<file path="config.mk">
export PLATFORM = sky130hd
export DESIGN_NAME = byte_stream_rule_substitution_top
export DESIGN_NICKNAME = d
export VERILOG_FILES = /design/src/sv/bsrs_pkg.sv /design/src/sv/bsrs_front.sv /design/src/sv/bsrs_back.sv /design/src/sv/byte_stream_rule_substitution_top.sv
export VERILOG_INCLUDE_DIRS = /design/src /design/src/sv
export SDC_FILE = /design/constraint.sdc
export NUM_CORES = 1
export LEC_CHECK = 0
export BUFFER_PORTS_ARGS = -buffer_cell sky130_fd_sc_hd__buf_4
export CORE_AREA = 4 4 244 246
export CTS_BUF_LIST = sky130_fd_sc_hd__clkbuf_2
export DETAILED_ROUTE_END_ITERATION = 7
export DIE_AREA = 0 0 248 250
export GPL_ROUTABILITY_DRIVEN = 0
export PLACE_DENSITY_LB_ADDON = 0.2
export SLEW_MARGIN = 20
export SYNTH_ARGS = -nofsm -noshare
export SYNTH_HDL_FRONTEND = slang
export SYNTH_SLANG_ARGS = --single-unit
</file>
<file path="constraint.sdc">
create_clock -name clk -period 4.86 [get_ports clk]
set_input_delay 0.243 -clock clk [delete_from_list [all_inputs] [get_ports clk]]
set_output_delay 0.243 -clock clk [all_outputs]
set_load 0.02 [all_outputs]
</file>
<file path="src/sv/byte_stream_rule_substitution_top_macros.svh">
// assertion macros for the byte stream rule substitution block
`ifndef BYTE_STREAM_RULE_SUBSTITUTION_TOP_MACROS_SVH
`define BYTE_STREAM_RULE_SUBSTITUTION_TOP_MACROS_SVH
`ifndef SYNTHESIS
`define BSRS_ASSERT_IMPL(label, clk, rst, ante, cons) \
  label: assert property (@(posedge clk) disable iff (rst) (ante) |-> (cons)) \
    else $error("assertion failed");
`define BSRS_ASSERT_NEXT(label, clk, rst, ante, cons) \
  label: assert property (@(posedge clk) disable iff (rst) (ante) |=> (cons)) \
    else $error("assertion failed");
`else
`define BSRS_ASSERT_IMPL(label, clk, rst, ante, cons)
`define BSRS_ASSERT_NEXT(label, clk, rst, ante, cons)
`endif
`endif

</file>
<file path="src/sv/bsrs_pkg.sv">
// shared types and constants of the byte stream rule substitution block
package bsrs_pkg;
  localparam int RULE_SLOTS_DEF = 4;
  localparam int MAX_LEN_DEF = 4;
  localparam int COUNT_BITS_DEF = 16;
  localparam int CFG_IDX_BITS = 3;
  localparam int CFG_DATA_BITS = 64;
  localparam int OUT_COUNT_BITS = 16;

  typedef enum logic [CFG_IDX_BITS-1:0] {
    REG_RULE_COUNT = 3'd0,
    REG_MATCH_LOW = 3'd1,
    REG_MATCH_HIGH = 3'd2,
    REG_REPL_LOW = 3'd3,
    REG_REPL_HIGH = 3'd4,
    REG_MATCH_LEN = 3'd5,
    REG_REPL_LEN = 3'd6,
    REG_DST_LIMIT = 3'd7
  } reg_idx_t;

  // queue entry between front and back
  typedef struct packed {
    logic [7:0] data;
    logic       last;
  } src_entry_t;

  // result item
  typedef struct packed {
    logic [15:0] bytes_written;
    logic [15:0] bytes_consumed;
    logic        stopped_early;
    logic        run_end;
    logic        byte_valid;
    logic [7:0]  out_byte;
  } result_t;
endpackage

</file>
<file path="src/sv/bsrs_front.sv">
// input stage and two entry queue between intake and rule engine
module bsrs_front (
  input  logic                clk,
  input  logic                rst,
  input  logic                in_valid,
  output logic                in_ready,
  input  bsrs_pkg::src_entry_t in_entry,
  output logic                q_valid,
  input  logic                q_ready,
  output bsrs_pkg::src_entry_t q_entry
);
  import bsrs_pkg::*;

  src_entry_t slot [2];
  logic       rd_ptr, wr_ptr;
  logic [1:0] count;
  logic       push, pop;

  assign in_ready = (count != 2'd2);
  assign q_valid = (count != 2'd0);
  assign q_entry = slot[rd_ptr];
  assign push = in_valid && in_ready;
  assign pop = q_valid && q_ready;

  // queue pointers and storage
  always_ff @(posedge clk) begin
    if (rst) begin
      rd_ptr <= 1'b0;
      wr_ptr <= 1'b0;
      count <= 2'd0;
    end else begin
      if (push) begin
        slot[wr_ptr] <= in_entry;
        wr_ptr <= ~wr_ptr;
      end
      if (pop) rd_ptr <= ~rd_ptr;
      count <= count + {1'b0, push} - {1'b0, pop};
    end
  end
endmodule

</file>
<file path="src/sv/bsrs_back.sv">
// rule engine: lookahead window, rule matching, byte emission, counts
module bsrs_back #(
  parameter int RULE_SLOTS = bsrs_pkg::RULE_SLOTS_DEF,
  parameter int MAX_LEN = bsrs_pkg::MAX_LEN_DEF,
  parameter int COUNT_BITS = bsrs_pkg::COUNT_BITS_DEF
) (
  input  logic                 clk,
  input  logic                 rst,
  input  logic                 cfg_we,
  input  logic [2:0]           cfg_idx,
  input  logic [63:0]          cfg_data,
  input  logic                 q_valid,
  output logic                 q_ready,
  input  bsrs_pkg::src_entry_t q_entry,
  output logic                 res_valid,
  input  logic                 res_ready,
  output bsrs_pkg::result_t    res_data,
  output logic                 busy
);
  import bsrs_pkg::*;

  localparam int FILL_BITS = $clog2(MAX_LEN + 1);
  localparam int POS_BITS = (MAX_LEN > 1) ? $clog2(MAX_LEN) : 1;
  localparam int CMP_BITS = ((COUNT_BITS > 16) ? COUNT_BITS : 16) + 1;
  localparam logic [COUNT_BITS-1:0] COUNT_MAX = '1;

  // configuration registers
  logic [2:0]  rule_count;
  logic [63:0] match_lo, match_hi, repl_lo, repl_hi;
  logic [11:0] match_len, repl_len;
  logic [15:0] dst_limit;

  always_ff @(posedge clk) begin
    if (rst) begin
      rule_count <= '0; match_lo <= '0; match_hi <= '0; repl_lo <= '0;
      repl_hi <= '0; match_len <= '0; repl_len <= '0; dst_limit <= '0;
    end else if (cfg_we) begin
      unique case (reg_idx_t'(cfg_idx))
        REG_RULE_COUNT: rule_count <= cfg_data[2:0];
        REG_MATCH_LOW:  match_lo <= cfg_data;
        REG_MATCH_HIGH: match_hi <= cfg_data;
        REG_REPL_LOW:   repl_lo <= cfg_data;
        REG_REPL_HIGH:  repl_hi <= cfg_data;
        REG_MATCH_LEN:  match_len <= cfg_data[11:0];
        REG_REPL_LEN:   repl_len <= cfg_data[11:0];
        REG_DST_LIMIT:  dst_limit <= cfg_data[15:0];
        default: ;
      endcase
    end
  end

  // stream state
  logic [7:0]            win [MAX_LEN];
  logic [FILL_BITS-1:0]  fill;
  logic [COUNT_BITS-1:0] consumed, written;
  logic                  halted;
  logic                  draining;    // final byte seen, flushing window
  // replacement emission in progress
  logic                  emitting;
  logic [2:0]            emit_pos, emit_len;
  logic [1:0]            emit_rule;
  logic [2:0]            emit_ml;
  // output register with one pending result
  logic                  ovalid;
  result_t               oreg;
  // last data result of the final request, held so the counts can ride on it
  logic                  pend_valid;
  result_t               pend;

  logic out_free;
  assign out_free = !ovalid || res_ready;
  assign res_valid = ovalid;
  assign res_data = oreg;
  assign busy = ovalid || draining || emitting || q_valid;

  function automatic logic [7:0] rbyte(logic [63:0] lo, logic [63:0] hi,
                                       logic [1:0] r, logic [2:0] k);
    logic [63:0] w;
    logic [5:0]  sh;
    w = r[1] ? hi : lo;
    sh = {r[0], k[1:0], 3'b000};
    return 8'(w >> sh);
  endfunction

  // rule match over the window, first rule wins
  logic       hit;
  logic [1:0] hit_rule;
  logic [2:0] hit_ml, hit_rl;
  always_comb begin
    logic [2:0] nr;
    logic [2:0] ml, rl;
    logic       eq;
    hit = 1'b0; hit_rule = '0; hit_ml = '0; hit_rl = '0;
    nr = (rule_count > 3'(RULE_SLOTS)) ? 3'(RULE_SLOTS) : rule_count;
    for (int r = 0; r < RULE_SLOTS; r++) begin
      ml = match_len[3*r +: 3];
      rl = repl_len[3*r +: 3];
      eq = (3'(r) < nr) && ml != 0 && rl != 0 && ml <= 3'(MAX_LEN)
           && rl <= 3'(MAX_LEN) && {1'b0, ml} <= 4'(fill);
      for (int k = 0; k < MAX_LEN; k++)
        if (3'(k) < ml && win[k] != rbyte(match_lo, match_hi, 2'(r), 3'(k)))
          eq = 1'b0;
      if (eq && !hit) begin
        hit = 1'b1; hit_rule = 2'(r); hit_ml = ml; hit_rl = rl;
      end
    end
  end

  // decide: process a position when window is full or draining
  logic need_proc, at_limit, no_fit;
  logic [CMP_BITS-1:0] wr_plus;
  assign need_proc = !halted && !emitting &&
                     ((fill == FILL_BITS'(MAX_LEN)) || (draining && fill != 0));
  assign wr_plus = CMP_BITS'(written) + CMP_BITS'(hit_rl);
  assign at_limit = CMP_BITS'(written) >= CMP_BITS'(dst_limit);
  assign no_fit = wr_plus > CMP_BITS'(dst_limit);

  // stream done: draining with nothing left to do
  logic finish;
  assign finish = draining && !emitting && (halted || fill == 0);

  // accept a byte when not processing, emitting or draining
  assign q_ready = !draining && !emitting && !need_proc;

  // actions of this cycle
  logic acc, put_ok, do_emit, do_proc, do_halt, do_hit, do_copy, gen_now, do_fin;
  logic emit_done, load_o;
  assign acc = q_valid && q_ready;
  assign put_ok = draining ? (!pend_valid || out_free) : out_free;
  assign do_emit = emitting && put_ok;
  assign do_proc = need_proc && put_ok;
  assign do_halt = do_proc && (at_limit || (hit && no_fit));
  assign do_hit = do_proc && !do_halt && hit;
  assign do_copy = do_proc && !do_halt && !hit;
  assign gen_now = do_emit || do_copy;
  assign do_fin = finish && out_free;
  assign emit_done = (emit_pos + 3'd1 == emit_len);
  assign load_o = do_fin || (gen_now && (!draining || pend_valid));

  // data result produced this cycle
  result_t gen_res;
  always_comb begin
    gen_res = '0;
    gen_res.byte_valid = 1'b1;
    gen_res.out_byte = emitting ? rbyte(repl_lo, repl_hi, emit_rule, emit_pos) : win[0];
  end

  // next output register contents
  result_t o_next;
  always_comb begin
    o_next = gen_res;
    if (do_fin) begin
      o_next = pend_valid ? pend : '0;
      o_next.run_end = 1'b1;
      o_next.bytes_consumed = 16'(consumed);
      o_next.bytes_written = 16'(written);
      o_next.stopped_early = halted;
    end else if (draining) begin
      o_next = pend;
    end
  end

  function automatic logic [COUNT_BITS-1:0] sat_add(logic [COUNT_BITS-1:0] a,
                                                    logic [2:0] b);
    logic [COUNT_BITS:0] s;
    s = {1'b0, a} + (COUNT_BITS+1)'(b);
    return s[COUNT_BITS] ? COUNT_MAX : s[COUNT_BITS-1:0];
  endfunction

  // output register and final result holding stage
  always_ff @(posedge clk) begin
    if (rst) begin
      ovalid <= 1'b0;
      pend_valid <= 1'b0;
    end else begin
      if (load_o) begin
        ovalid <= 1'b1;
        oreg <= o_next;
      end else if (res_ready) begin
        ovalid <= 1'b0;
      end
      if (do_fin) begin
        pend_valid <= 1'b0;
      end else if (gen_now && draining) begin
        pend_valid <= 1'b1;
      end
      if (gen_now && draining) pend <= gen_res;
    end
  end

  // window, counts and emission sequencing
  always_ff @(posedge clk) begin
    if (rst) begin
      fill <= '0; consumed <= '0; written <= '0; halted <= 1'b0;
      draining <= 1'b0; emitting <= 1'b0;
      emit_pos <= '0; emit_len <= '0; emit_rule <= '0; emit_ml <= '0;
    end else begin
      if (acc) begin
        if (!halted && fill < FILL_BITS'(MAX_LEN)) begin
          win[fill[POS_BITS-1:0]] <= q_entry.data;
          fill <= fill + FILL_BITS'(1);
        end
        if (q_entry.last) draining <= 1'b1;
      end else if (do_emit) begin
        // one replacement byte per cycle while the output can take it
        written <= sat_add(written, 3'd1);
        emit_pos <= emit_pos + 3'd1;
        if (emit_done) begin
          emitting <= 1'b0;
          for (int i = 0; i < MAX_LEN; i++)
            if (i + int'(emit_ml) < MAX_LEN) win[i] <= win[i + int'(emit_ml)];
          fill <= fill - FILL_BITS'(emit_ml);
          consumed <= sat_add(consumed, emit_ml);
        end
      end else if (do_halt) begin
        halted <= 1'b1;
      end else if (do_hit) begin
        emitting <= 1'b1; emit_pos <= '0; emit_len <= hit_rl;
        emit_rule <= hit_rule; emit_ml <= hit_ml;
      end else if (do_copy) begin
        for (int i = 0; i + 1 < MAX_LEN; i++) win[i] <= win[i + 1];
        fill <= fill - FILL_BITS'(1);
        consumed <= sat_add(consumed, 3'd1);
        written <= sat_add(written, 3'd1);
      end else if (do_fin) begin
        // stream ends, state returns to zero
        fill <= '0; consumed <= '0; written <= '0; halted <= 1'b0;
        draining <= 1'b0;
      end
    end
  end
endmodule

</file>
<file path="src/sv/byte_stream_rule_substitution_top.sv">
// top level of the byte stream rule substitution block
//  channel   dir  handshake           payload
//  s_axis    in   tvalid/tready       tdata=src_byte, tlast=src_last
//  m_axis    out  tvalid/tready       tdata=out_byte,counts; tuser=flags
//  cfg       in   cfg_we              cfg_idx, cfg_data
// a source request is registered in the queue, then written into the window
// with the window full a position is either copied, or a rule hit is decided and its
// replacement bytes are then emitted in order; no source byte is taken meanwhile
// on the final request the last data result is held one stage so the counts ride on it
// rst is synchronous; a stalled output holds the engine, the queue takes two more requests
`include "byte_stream_rule_substitution_top_macros.svh"
module byte_stream_rule_substitution_top #(
  parameter int RULE_SLOTS = bsrs_pkg::RULE_SLOTS_DEF,
  parameter int MAX_LEN = bsrs_pkg::MAX_LEN_DEF,
  parameter int COUNT_BITS = bsrs_pkg::COUNT_BITS_DEF
) (
  input  logic        clk,
  input  logic        rst,
  input  logic        s_axis_tvalid,
  output logic        s_axis_tready,
  input  logic [7:0]  s_axis_tdata,   // src_byte
  input  logic        s_axis_tlast,   // src_last
  output logic        m_axis_tvalid,
  input  logic        m_axis_tready,
  output logic [39:0] m_axis_tdata,   // out_byte, bytes_consumed, bytes_written
  output logic        m_axis_tlast,   // run_end
  output logic [1:0]  m_axis_tuser,   // byte_valid, stopped_early
  input  logic        cfg_we,
  input  logic [2:0]  cfg_idx,
  input  logic [63:0] cfg_data
);
  import bsrs_pkg::*;

  src_entry_t in_entry, q_entry;
  logic       q_valid, q_ready, busy;
  result_t    res;

  assign in_entry.data = s_axis_tdata;
  assign in_entry.last = s_axis_tlast;

  // intake queue
  bsrs_front u_front (
    .clk(clk), .rst(rst), .in_valid(s_axis_tvalid), .in_ready(s_axis_tready),
    .in_entry(in_entry), .q_valid(q_valid), .q_ready(q_ready), .q_entry(q_entry)
  );

  // rule engine
  bsrs_back #(.RULE_SLOTS(RULE_SLOTS), .MAX_LEN(MAX_LEN), .COUNT_BITS(COUNT_BITS))
  u_back (
    .clk(clk), .rst(rst), .cfg_we(cfg_we), .cfg_idx(cfg_idx), .cfg_data(cfg_data),
    .q_valid(q_valid), .q_ready(q_ready), .q_entry(q_entry),
    .res_valid(m_axis_tvalid), .res_ready(m_axis_tready), .res_data(res),
    .busy(busy)
  );

  // result packing
  assign m_axis_tdata = {res.bytes_written, res.bytes_consumed, res.out_byte};
  assign m_axis_tlast = res.run_end;
  assign m_axis_tuser = {res.stopped_early, res.byte_valid};

  // checks
  `BSRS_ASSERT_IMPL(a_status_zero, clk, rst, m_axis_tvalid && !m_axis_tuser[0],
                    m_axis_tlast && m_axis_tdata[7:0] == 8'd0)
  `BSRS_ASSERT_IMPL(a_early_end, clk, rst, m_axis_tvalid && m_axis_tuser[1],
                    m_axis_tlast)
  `BSRS_ASSERT_NEXT(a_busy, clk, rst, s_axis_tvalid && s_axis_tready, busy)
endmodule

</file>
; ---- After elaboration in Yosys (flattened, before gate mapping)
; Memory sizes are Yosys's and may differ from the RTL's. A register that Yosys moved wholly into a read port is not among the register bits.
; Index checks and enable logic that the tools add are counted.
[totals]
rom_bits = 0
memories = 2
ramBits = 50
word_cells = 375
register_bits = 405
latch_bits = 0
input_bits = 81
[mem_list]
columns = memory, depth, width, rd, rd_ports_with_merged_regs, write_ports, line_no
row1 = u_back.win, 4, 8, 8, 1, 4, bsrs_back.sv:53  ; logic [7:0] win [MAX_LEN];
row2 = u_front.slot, 2, 9, 1, 1, 1, bsrs_front.sv:14  ; src_entry_t slot [2];
[op_classes]
muxes = 124
addsub = 13
bitwise_logic = 9
order_cmp = 40
reduce_logical = 116
eq_ne = 40
mul = 0
div_mod_pow = 0
n_shift = 1
[ops]
columns = op, count
row1 = $mux W16, 13
row2 = $ne A8 B8 Y1, 16
row3 = $lt A32 B4 Y1 const B, 3
row4 = $mux W1, 77
row5 = $mux W64, 1
row6 = $shr A64 B6 Y8, 1
row7 = $mux W3, 20
row8 = $logic_and A1 B1 Y1, 59
row9 = $mux W8, 6
row10 = $mux W43, 1
row11 = $add A16 B1 Y17 const B, 2
row12 = $add A16 B3 Y17, 2
row13 = $lt A1 B3 Y1 const A, 10
row14 = $lt A2 B3 Y1 const A, 10
row15 = $reduce_bool A3 Y1, 10
row16 = $le A3 B3 Y1 const B, 8
row17 = $reduce_and A2 Y1, 10
row18 = $gt A17 B16 Y1, 1
row19 = $ge A16 B16 Y1, 1
row20 = $eq A3 B3 Y1 const B, 5
row21 = $reduce_and A5 Y1, 3
row22 = $ne A2 B2 Y1 const B, 7
row23 = $le A3 B3 Y1, 4
row24 = $reduce_and A4 Y1, 3
row25 = 28 further kinds, 70

; ---- Depth between registers and ports, before layout
; Gate-level depths: netlist of run 1.
[depth]
word_depth = 40
depth_mapped = 31
ltp_nobuf = 28

; ---- Hierarchy
; A second synthesis of run 1 with hierarchy kept.
[unflattened]
cells_unflattened = 2629
hier_area_um2 = 22902.0
[by_module_without_submodules]
columns = mod, seq_area_each_um2, cells_per_inst, n_inst, area_each_um2
row1 = bsrs_back, 9539.1, 2576, 1, 22007.4
row2 = bsrs_front, 640.6, 53, 1, 894.6

; ---- Least setup slack after synthesis of run 1
; Ideal clock, no wire load.
[synth_path]
path_type = reg-to-reg
startpoint = register u_back.fill[1]
endpoint = register u_back.emit_rule[0]
path_buffers = 3
period_less_slack_ps = 5259
path_stages_with_launch = 32
arrival_ps = 5174
path_slack_ps = -399
path_cell_list = dfxtp_1 inv_1 ha_1 nor2b_1 o21ai_0 a32oi_1 a211oi_1 and2_1 clkbuf_1 buf_2 nand2_1 o21ai_1 mux2i_1 nand2_1 ha_1 fa_1 a21oi_1 nor3_1 nand3_1 nor2_1 xor2_1 ha_1 nand4_1 nor4_1 a22o_1 o21ai_0 a21oi_1 nand3_1 nor2_4 buf_4 nor2_1 a211oi_1
[synth_between]
elab_chain_cells = 25
[synth_lines]
columns = item, line_no
row1 = "start, declared", bsrs_back.sv:54  ; logic [FILL_BITS-1:0] fill;
row2 = "start signal, assigned", bsrs_back.sv:201  ; fill <= fill + FILL_BITS'(1);
row3 = "start signal, assigned", bsrs_back.sv:212  ; fill <= fill - FILL_BITS'(emit_ml);
row4 = "start signal, assigned", bsrs_back.sv:222  ; fill <= fill - FILL_BITS'(1);
row5 = $le A3 B3 Y1, bsrs_back.sv:99  ; && rl <= 3'(MAX_LEN) && {1'b0, ml} <= 4'(fill);
row6 = $logic_and A1 B1 Y1, bsrs_back.sv:99
row7 = $mux W1 (4 in series), bsrs_back.sv:101  ; if (3'(k) < ml && win[k] != rbyte(match_lo, match_hi, 2'(r), 3'(k)))
row8 = $mux W1, bsrs_back.sv:103  ; if (eq && !hit) begin
row9 = $logic_not A1 Y1, bsrs_back.sv:103
row10 = $logic_and A1 B1 Y1, bsrs_back.sv:103
row11 = $mux W1, bsrs_back.sv:103
row12 = $logic_not A1 Y1, bsrs_back.sv:103
row13 = (+5 left out), n/a
row14 = net u_back.hit_rl[0], bsrs_back.sv:88  ; logic [2:0] hit_ml, hit_rl;
row15 = $add A16 B3 Y17 (*), bsrs_back.sv:114  ; assign wr_plus = CMP_BITS'(written) + CMP_BITS'(hit_rl);
row16 = $gt A17 B16 Y1 (*), bsrs_back.sv:116  ; assign no_fit = wr_plus > CMP_BITS'(dst_limit);
row17 = $logic_and A1 B1 Y1 (*), bsrs_back.sv:132  ; assign do_halt = do_proc && (at_limit || (hit && no_fit));
row18 = $logic_or A1 B1 Y1 (*), bsrs_back.sv:132
row19 = $logic_and A1 B1 Y1 (*), bsrs_back.sv:132
row20 = $logic_not A1 Y1, bsrs_back.sv:133  ; assign do_hit = do_proc && !do_halt && hit;
row21 = $logic_and A1 B1 Y1 (2 in series), bsrs_back.sv:133
row22 = $reduce_and A4 Y1 (no source line) (*), n/a
row23 = "end signal, assigned", bsrs_back.sv:219  ; emit_rule <= hit_rule; emit_ml <= hit_ml;
row24 = "end, declared", bsrs_back.sv:61  ; logic [1:0] emit_rule;
; The timed path passes the listed nets; every way through them passes the cells marked *.
; A chain may end at the register's enable or synchronous reset.

==> results of run 1 <==
placed cells by master, fill, tap and decap left out, types with 41 or more instances in the layout:
cell,count
edfxtp_1,101
a21oi_1,356
xnor2_1,65
ha_1,64
dfxtp_1,355
nor2_1,74
clkbuf_2,187
xor2_1,98
inv_1,56
mux2i_1,41
nand2_1,689
dlygate4sd3_1,167
o21ai_0,63
buf_4,292
synth_stat cells (10+ instances only):
library cell  number
o21a_1            12
nand2b_1          16
mux4_2            40
nand4_1           27
a21o_1            18
o21ai_0           66
o211ai_1          19
ha_1              64
o22ai_1           21
mux2_2            25
nor3_1            41
mux2i_1           41
dfxtp_1          357
inv_1             57
and2_1            35
nor4_1            26
nor2b_1           14
edfxtp_1         101
a2bb2oi_1         10
xnor2_1           65
nand2_1          692
clkbuf_1         138
nor2_1            83
nand3_1           30
a21oi_1          360
xor2_1            98
buf_2             42
cells by family (layout without fill, tap and decap cells):
kind of cell / after synthesis / in the layout
AOI/OAI and AO/OA: 576 / 576
xor gates and xnor gates: 163 / 163
adders and majority gates: 67 / 67
buffers and inverters: 253 / 740
DFF: 458 / 458
muxes: 114 / 114
other: 0 / 2
and+or+nand+nor: 992 / 992
report_power, final:
| group | internal, µW | switching (µW) |
|---|---|---|
| registers | 4160 | 196 |
| logic | 870 | 1190 |
| clock network | 1030 | 1640 |
state kept, by name, summed over array words and instances (netlist names), 16 cells and up, named ones only:
name / cells
u_back.repl_hi: 64
u_back.written: 16
u_back.consumed: 16
u_back.dst_limit: 16
u_back.match_lo: 64
u_front.slot: 18
u_back.res_data: 43
u_back.match_hi: 64
u_back.repl_lo: 64
u_back.win: 32
routing by layer:
layer	part of all wire	vias up	wire [µm]
met5	0	-	0
met4	0.035	0	2674
met3	0.054	153	4113
met2	0.48	630	36700
met1	0.43	10011	32220
li1	-	9904	-
stage by stage:
step           cell area (µm²)  worst slack, ps
6_report                 28220           -660.7
5_1_grt                  28220           -974.7
4_1_cts                  28110           -662.4
3_5_place_dp             25150           -958.8
3_3_place_gp             25150           -805.8
2_1_floorplan            22800           -19.22
area by class of cell:
class / instances / area [µm²] / area share
Antenna cell: 2 / 5.005 / 0.0001773
Clock buffer: 187 / 935.9 / 0.03316
Clock inverter: 26 / 133.9 / 0.004744
Inverter: 57 / 214.0 / 0.007581
Multi-Input combinational cell: 1912 / 11780 / 0.4172
Sequential cell: 458 / 10180 / 0.3608
Tap cell: 765 / 957.2 / 0.03392
Timing Repair Buffer: 470 / 4018 / 0.1424
how the worst max path moves through the flow:
stage,startpoint,endpoint
final,u_back.win[0][1],u_back.emit_len[2]
after global routing,u_back.win[2][5],u_back.emit_ml[1]
after CTS,u_back.win[2][7],u_back.emit_len[2]
after detailed placement,u_back.win[2][0],u_back.emit_rule[0]
after global placement,u_back.win[2][0],u_back.emit_rule[0]
after floorplan,u_back.win[0][1],u_back.emit_rule[0]
worst min-delay path, cell delays in order:
cell	delay [ps]
dlygate4sd3_1	550
buf_4	190
nor3_1	120
mux2i_1	130
nor2_1	70
repair_timing:
action	CTS	global route
resized for setup	27	11
endpoints found under the setup margin	15	15
hold endpoints to repair	400	0
buffers inserted	16	5
hold buffers	167	0
pin swaps	18	17
==> flow_summary.yaml, run 1 <==
sta:
  hold_violations: 0
  period_minus_slack_ps: 5521
  fin_crit_sh: 1.136
  worst_pin_slew_ps: 1133
  hold_slack_ps: 172.3
  skew_ps: 130.2
  slew_headroom: 0.2447
  grt_setup_unrepaired: "yes"
  tns_ps: -8604
  setup_viol_count_final: 15
  finalWorstSetupSlack_ps: -660.7
  max_freq_ghz: 0.1811
  slew_viol_final: 0
worst_setup_path:
  cp_slowest_cell: "or4_1"
  startpoint_type: "flip-flop"
  endpoint_kind: "flip-flop"
  reg2reg_from: "u_back.win[0][1]"
  slowest_delay_ps: 610
  required_ps: 5920
  crit_family: "simple AND/OR/NAND/NOR gates"
  rrSetupSlack_ps: -660
  worstPathArrival_ps: 6580
  path_max_fanout: 7
  r2r_cells: 27
  path_buf_inv: 2
  rr_endpoint: "u_back.emit_len[2]"
  crit_type: "reg -> reg"
  cp_num_cells: 27
floorplanning:
  num_rows: 88
  die_height_um: 250
  core-area_um2: 57370
  dieArea_um2: 62000
  start_util: 0.3962
  ioPinCount: 126
  fp.dieW_um: 248
final_layout:
  n_fill_cell: 5561
  nets: 3167
  final_util: 0.4920
  syn_to_final_growth_pct: 24.17
  final_layout_size_suffix_gt1_frac: 0.2000
  instances_no_fill: 3877
logic_synthesis:
  synth_fp_nets: 2771
  ys_types: 69
  synth_warnings: 0
  syn_area_um2: 22730
  yosysTopAreaCellShare: 0.3145
  synth-edff-count: 101
  syn_inst: 2623
  syn-mean-instance-area_um2: 8.665
  ys_ff_latch: 458
  synthMuxAreaShare: 0.07404
  ys_async_sr_fraction: 0
  synth_simple_gate_area_share: 0.1861
  synth_flop_cell: "dfxtp_1"
  synth_top_family_by_area: "simple AND/OR/NAND/NOR gates"
  yosys.area.top_type: "dfxtp_1"
  synthAdderAreaFrac: 0.03788
  synth_seq_area_share: 0.4479
  synth.top_cells.by_area: "dfxtp_1 31%, edfxtp_1 13%, nand2_1 11%"
  synthXorXnorAreaFrac: 0.06281
  synth_compound_area_frac: 0.1462
worst_hold_path:
  whs_path_depth: 5
  worstHoldEndpoint: "u_back.rule_count[1]"
  holdCritPathClass: "in -> reg"
  min_from: "cfg_idx[0]"
grt:
  antenna_found_initial: 4
  met1_usage: 0.3050
  use_met3: 0.04663
  met2_usage: 0.4018
  top_usage_layer: "met2"
  grt_pass1_wl_mm: 115.9
  grt_use_total: 0.2390
  grt_pass1_vias: 20291
  grt_overflow: 0
  grt_max_degree: 238
clock_network:
  cts.path.max_buffers: 3
  htree_num_levels: 3
  cts_sinks: 458
  cts_tree: "yes"
  cts_root_buf: "clkbuf_2"
  clk_pin_slew_worst_paths_ps: 110
  cts_buffers: 120
  clk_latency_ps: 1250
outcome:
  status: "complete, but fails checks"
  violations: "negative setup slack"
place:
  hpwlAfterDp_mm: 52.39
  dp_cells: 3474
  port_buffers: 125
detailed_routing:
  dr_total_vias: 20698
  drtIter0Drc: 1590
  drt_first_pass_iters: 5
  wl_mm: 75.71
  drtAntennaViolNets: 0
  wl_per_cell_um: 19.53
  via_per_inst: 5.339
  drc_errors: 0
power:
  peakVddDrop_v: 0.0001987
  leakage_uw: 0.01063
  powerDensity_nw_per_um2: 322.1
  p_total_uw: 9089
flow_run:
  cap_viol_max_count: 0
Power figures use the tool's default switching activity.
==> inputs of run 2 (changes only) <==
==> constraint.sdc (replaced) <==
create_clock -name clk -period 4.9 [get_ports clk]
set_input_delay 0.245 -clock clk [delete_from_list [all_inputs] [get_ports clk]]
set_output_delay 0.245 -clock clk [all_outputs]
set_load 0.02 [all_outputs]
==> flow_summary.yaml, run 2 (synthesis gave the netlist of run 1 again) <==
worst_setup_path:
  slowest_delay_ps: 480
  r2r_cells: 27
  rrSetupSlack_ps: -690
  required_ps: 5950
  crit_type: "reg -> reg"
  reg2reg_from: "u_back.win[3][1]"
  endpoint_kind: "flip-flop"
  path_max_fanout: 5
  critical_path.most_common_cell: "a21oi_2"
  startpoint_type: "flip-flop"
  worstPathArrival_ps: 6640
  cp_slowest_cell: "edfxtp_1"
grt:
  grt_use_total: 0.2393
  grt_pass1_vias: 20270
  antenna_found_initial: 2
  grt_pass1_wl_mm: 116.3
  grt_overflow: 0
  grt_max_degree: 234
final_layout:
  final_cell_mix: "689 x nand2_1, 356 x a21oi_1, 356 x dfxtp_1, 283 x buf_4, 182 x clkbuf_2"
  nets: 3165
  syn_to_final_growth_pct: 24.80
  final_layout_size_suffix_gt1_frac: 0.2016
  final_common_cell: "nand2_1"
  instances_no_fill: 3888
  regArea_um2: 10180
  multiInputGateArea_um2: 11870
  n_fill_cell: 5513
  final_util: 0.4945
  design_area_um2: 28360
power:
  leakage_uw: 0.01064
  p_total_uw: 9039
  peakVddDrop_v: 0.0001585
  powerDensity_nw_per_um2: 318.7
sta:
  max_freq_ghz: 0.1789
  skew_ps: 152.8
  worst_pin_slew_ps: 1214
  grt_setup_unrepaired: "yes"
  fin_crit_sh: 1.140
  hold_violations: 0
  finalWorstSetupSlack_ps: -688.3
  slew_viol_final: 0
  setup_viol_count_final: 15
  slew_headroom: 0.1906
  period_minus_slack_ps: 5588
floorplanning:
  die_height_um: 250
  fp.dieW_um: 248
  start_util: 0.3962
  ioPinCount: 126
  num_rows: 88
  dieArea_um2: 62000
  core-area_um2: 57370
detailed_routing:
  dr_total_vias: 20862
  wl_per_cell_um: 19.53
  drtIter0Drc: 1562
  drt_first_pass_iters: 5
  drtAntennaViolNets: 0
  via_per_inst: 5.366
  drc_errors: 0
  wl_mm: 75.92
outcome:
  status: "complete, but fails checks"
  violations: "negative setup slack"
worst_hold_path:
  holdCritPathClass: "in -> reg"
  worstHoldEndpoint: "u_back.rule_count[1]"
  min_from: "cfg_idx[0]"
  whs_path_depth: 5
clock_network:
  clk_latency_ps: 1210
  htree_num_levels: 3
  cts_buffers: 120
  cts_root_buf: "clkbuf_2"
  cts.path.max_buffers: 3
  cts_sinks: 458
  cts_tree: "yes"
  clk_pin_slew_worst_paths_ps: 100
place:
  placed_area_um2: 25080
  hpwlAfterDp_mm: 52.15
  port_buffers: 125
  dp_cells: 3464
flow_run:
  cap_viol_max_count: 0
## run 2: cell types whose count changed in the layout (fill, tap and decap cells not counted), sizes merged
cell         before  now
diode             2    3
clkinvlp          0    1
buf             303  297
clkinv           25   40
dlygate4sd3     167  171
inv              58   59
clkbuf          187  182
## run 2: through the flow
step / setup TNS, ps / hold slack, ps / worst slack (ps)
floorplan: 0 / 343.9 / 18.57
global placement: -8838 / 432.7 / -653.7
detailed placement: -10150 / 432.9 / -771.0
CTS: -7426 / 106.4 / -565.0
global route: -13250 / 161.5 / -954.8
finish: -9052 / 208.9 / -688.3
## run 2: where the power goes
part	internal [µW]	leakage [µW]	switching (µW)
combinational	857	0.00598	1180
sequential	4130	0.00382	196
clock	1010	0.000845	1660
total	6000	0.0106	3040
## run 2: worst max path at each step
| stage | from | endpoint | slack, ps | cells after the start |
|---|---|---|---|---|
| after global placement | u_back.win[2][4] | u_back.emit_len[2] | -650 | 28 |
| final | u_back.win[3][1] | flip-flop | -690 | 27 |
| after detailed placement | u_back.win[3][5] | u_back.emit_pos[2] | -770 | 28 |
| after floorplan | u_back.win[0][1] | flip-flop | 20 | 26 |
| after CTS | u_back.win[3][1] | flip-flop | -560 | 27 |
| after global routing | u_back.win[3][2] | u_back.emit_ml[2] | -950 | 28 |
## run 2: critical path: cells and delay by family, from the launching register on
family                   cells  cell delay, ps
AND/OR/NAND/NOR             10            1670
AO/OA/AOI/OAI                8            1460
adder cells (fa/ha/maj)      2             640
buffers and inverters        4             620
flip-flops                   1             480
XOR/XNOR                     2             370
multiplexers                 1             190
## run 2: layout make-up
| cell class | count | area share |
|---|---|---|
| clock inverter | 43 | 0.006925 |
| clock buffer | 182 | 0.03211 |
| sequential | 458 | 0.3589 |
| antenna | 3 | 0.0002647 |
| inverter | 57 | 0.007543 |
| tap | 765 | 0.03375 |
| timing repair buffer | 468 | 0.1422 |
| multi-input combinational | 1912 | 0.4183 |
## run 2: metal layers
metal  vias up  wire length, µm  track usage
met5         -                0            0
met4         0             2617      0.08478
met3       156             4528      0.04749
met2       698            37030       0.4033
met1     10102            31750       0.3048
li1       9906                -            -
## run 2: repair_timing
action / CTS / global route
resized for setup: 33 / 27
endpoints found under the setup margin: 15 / 15
pin swaps: 26 / 17
setup buffers: 20 / 6
hold buffers: 171 / 0
endpoints found under the hold margin: 456 / 0
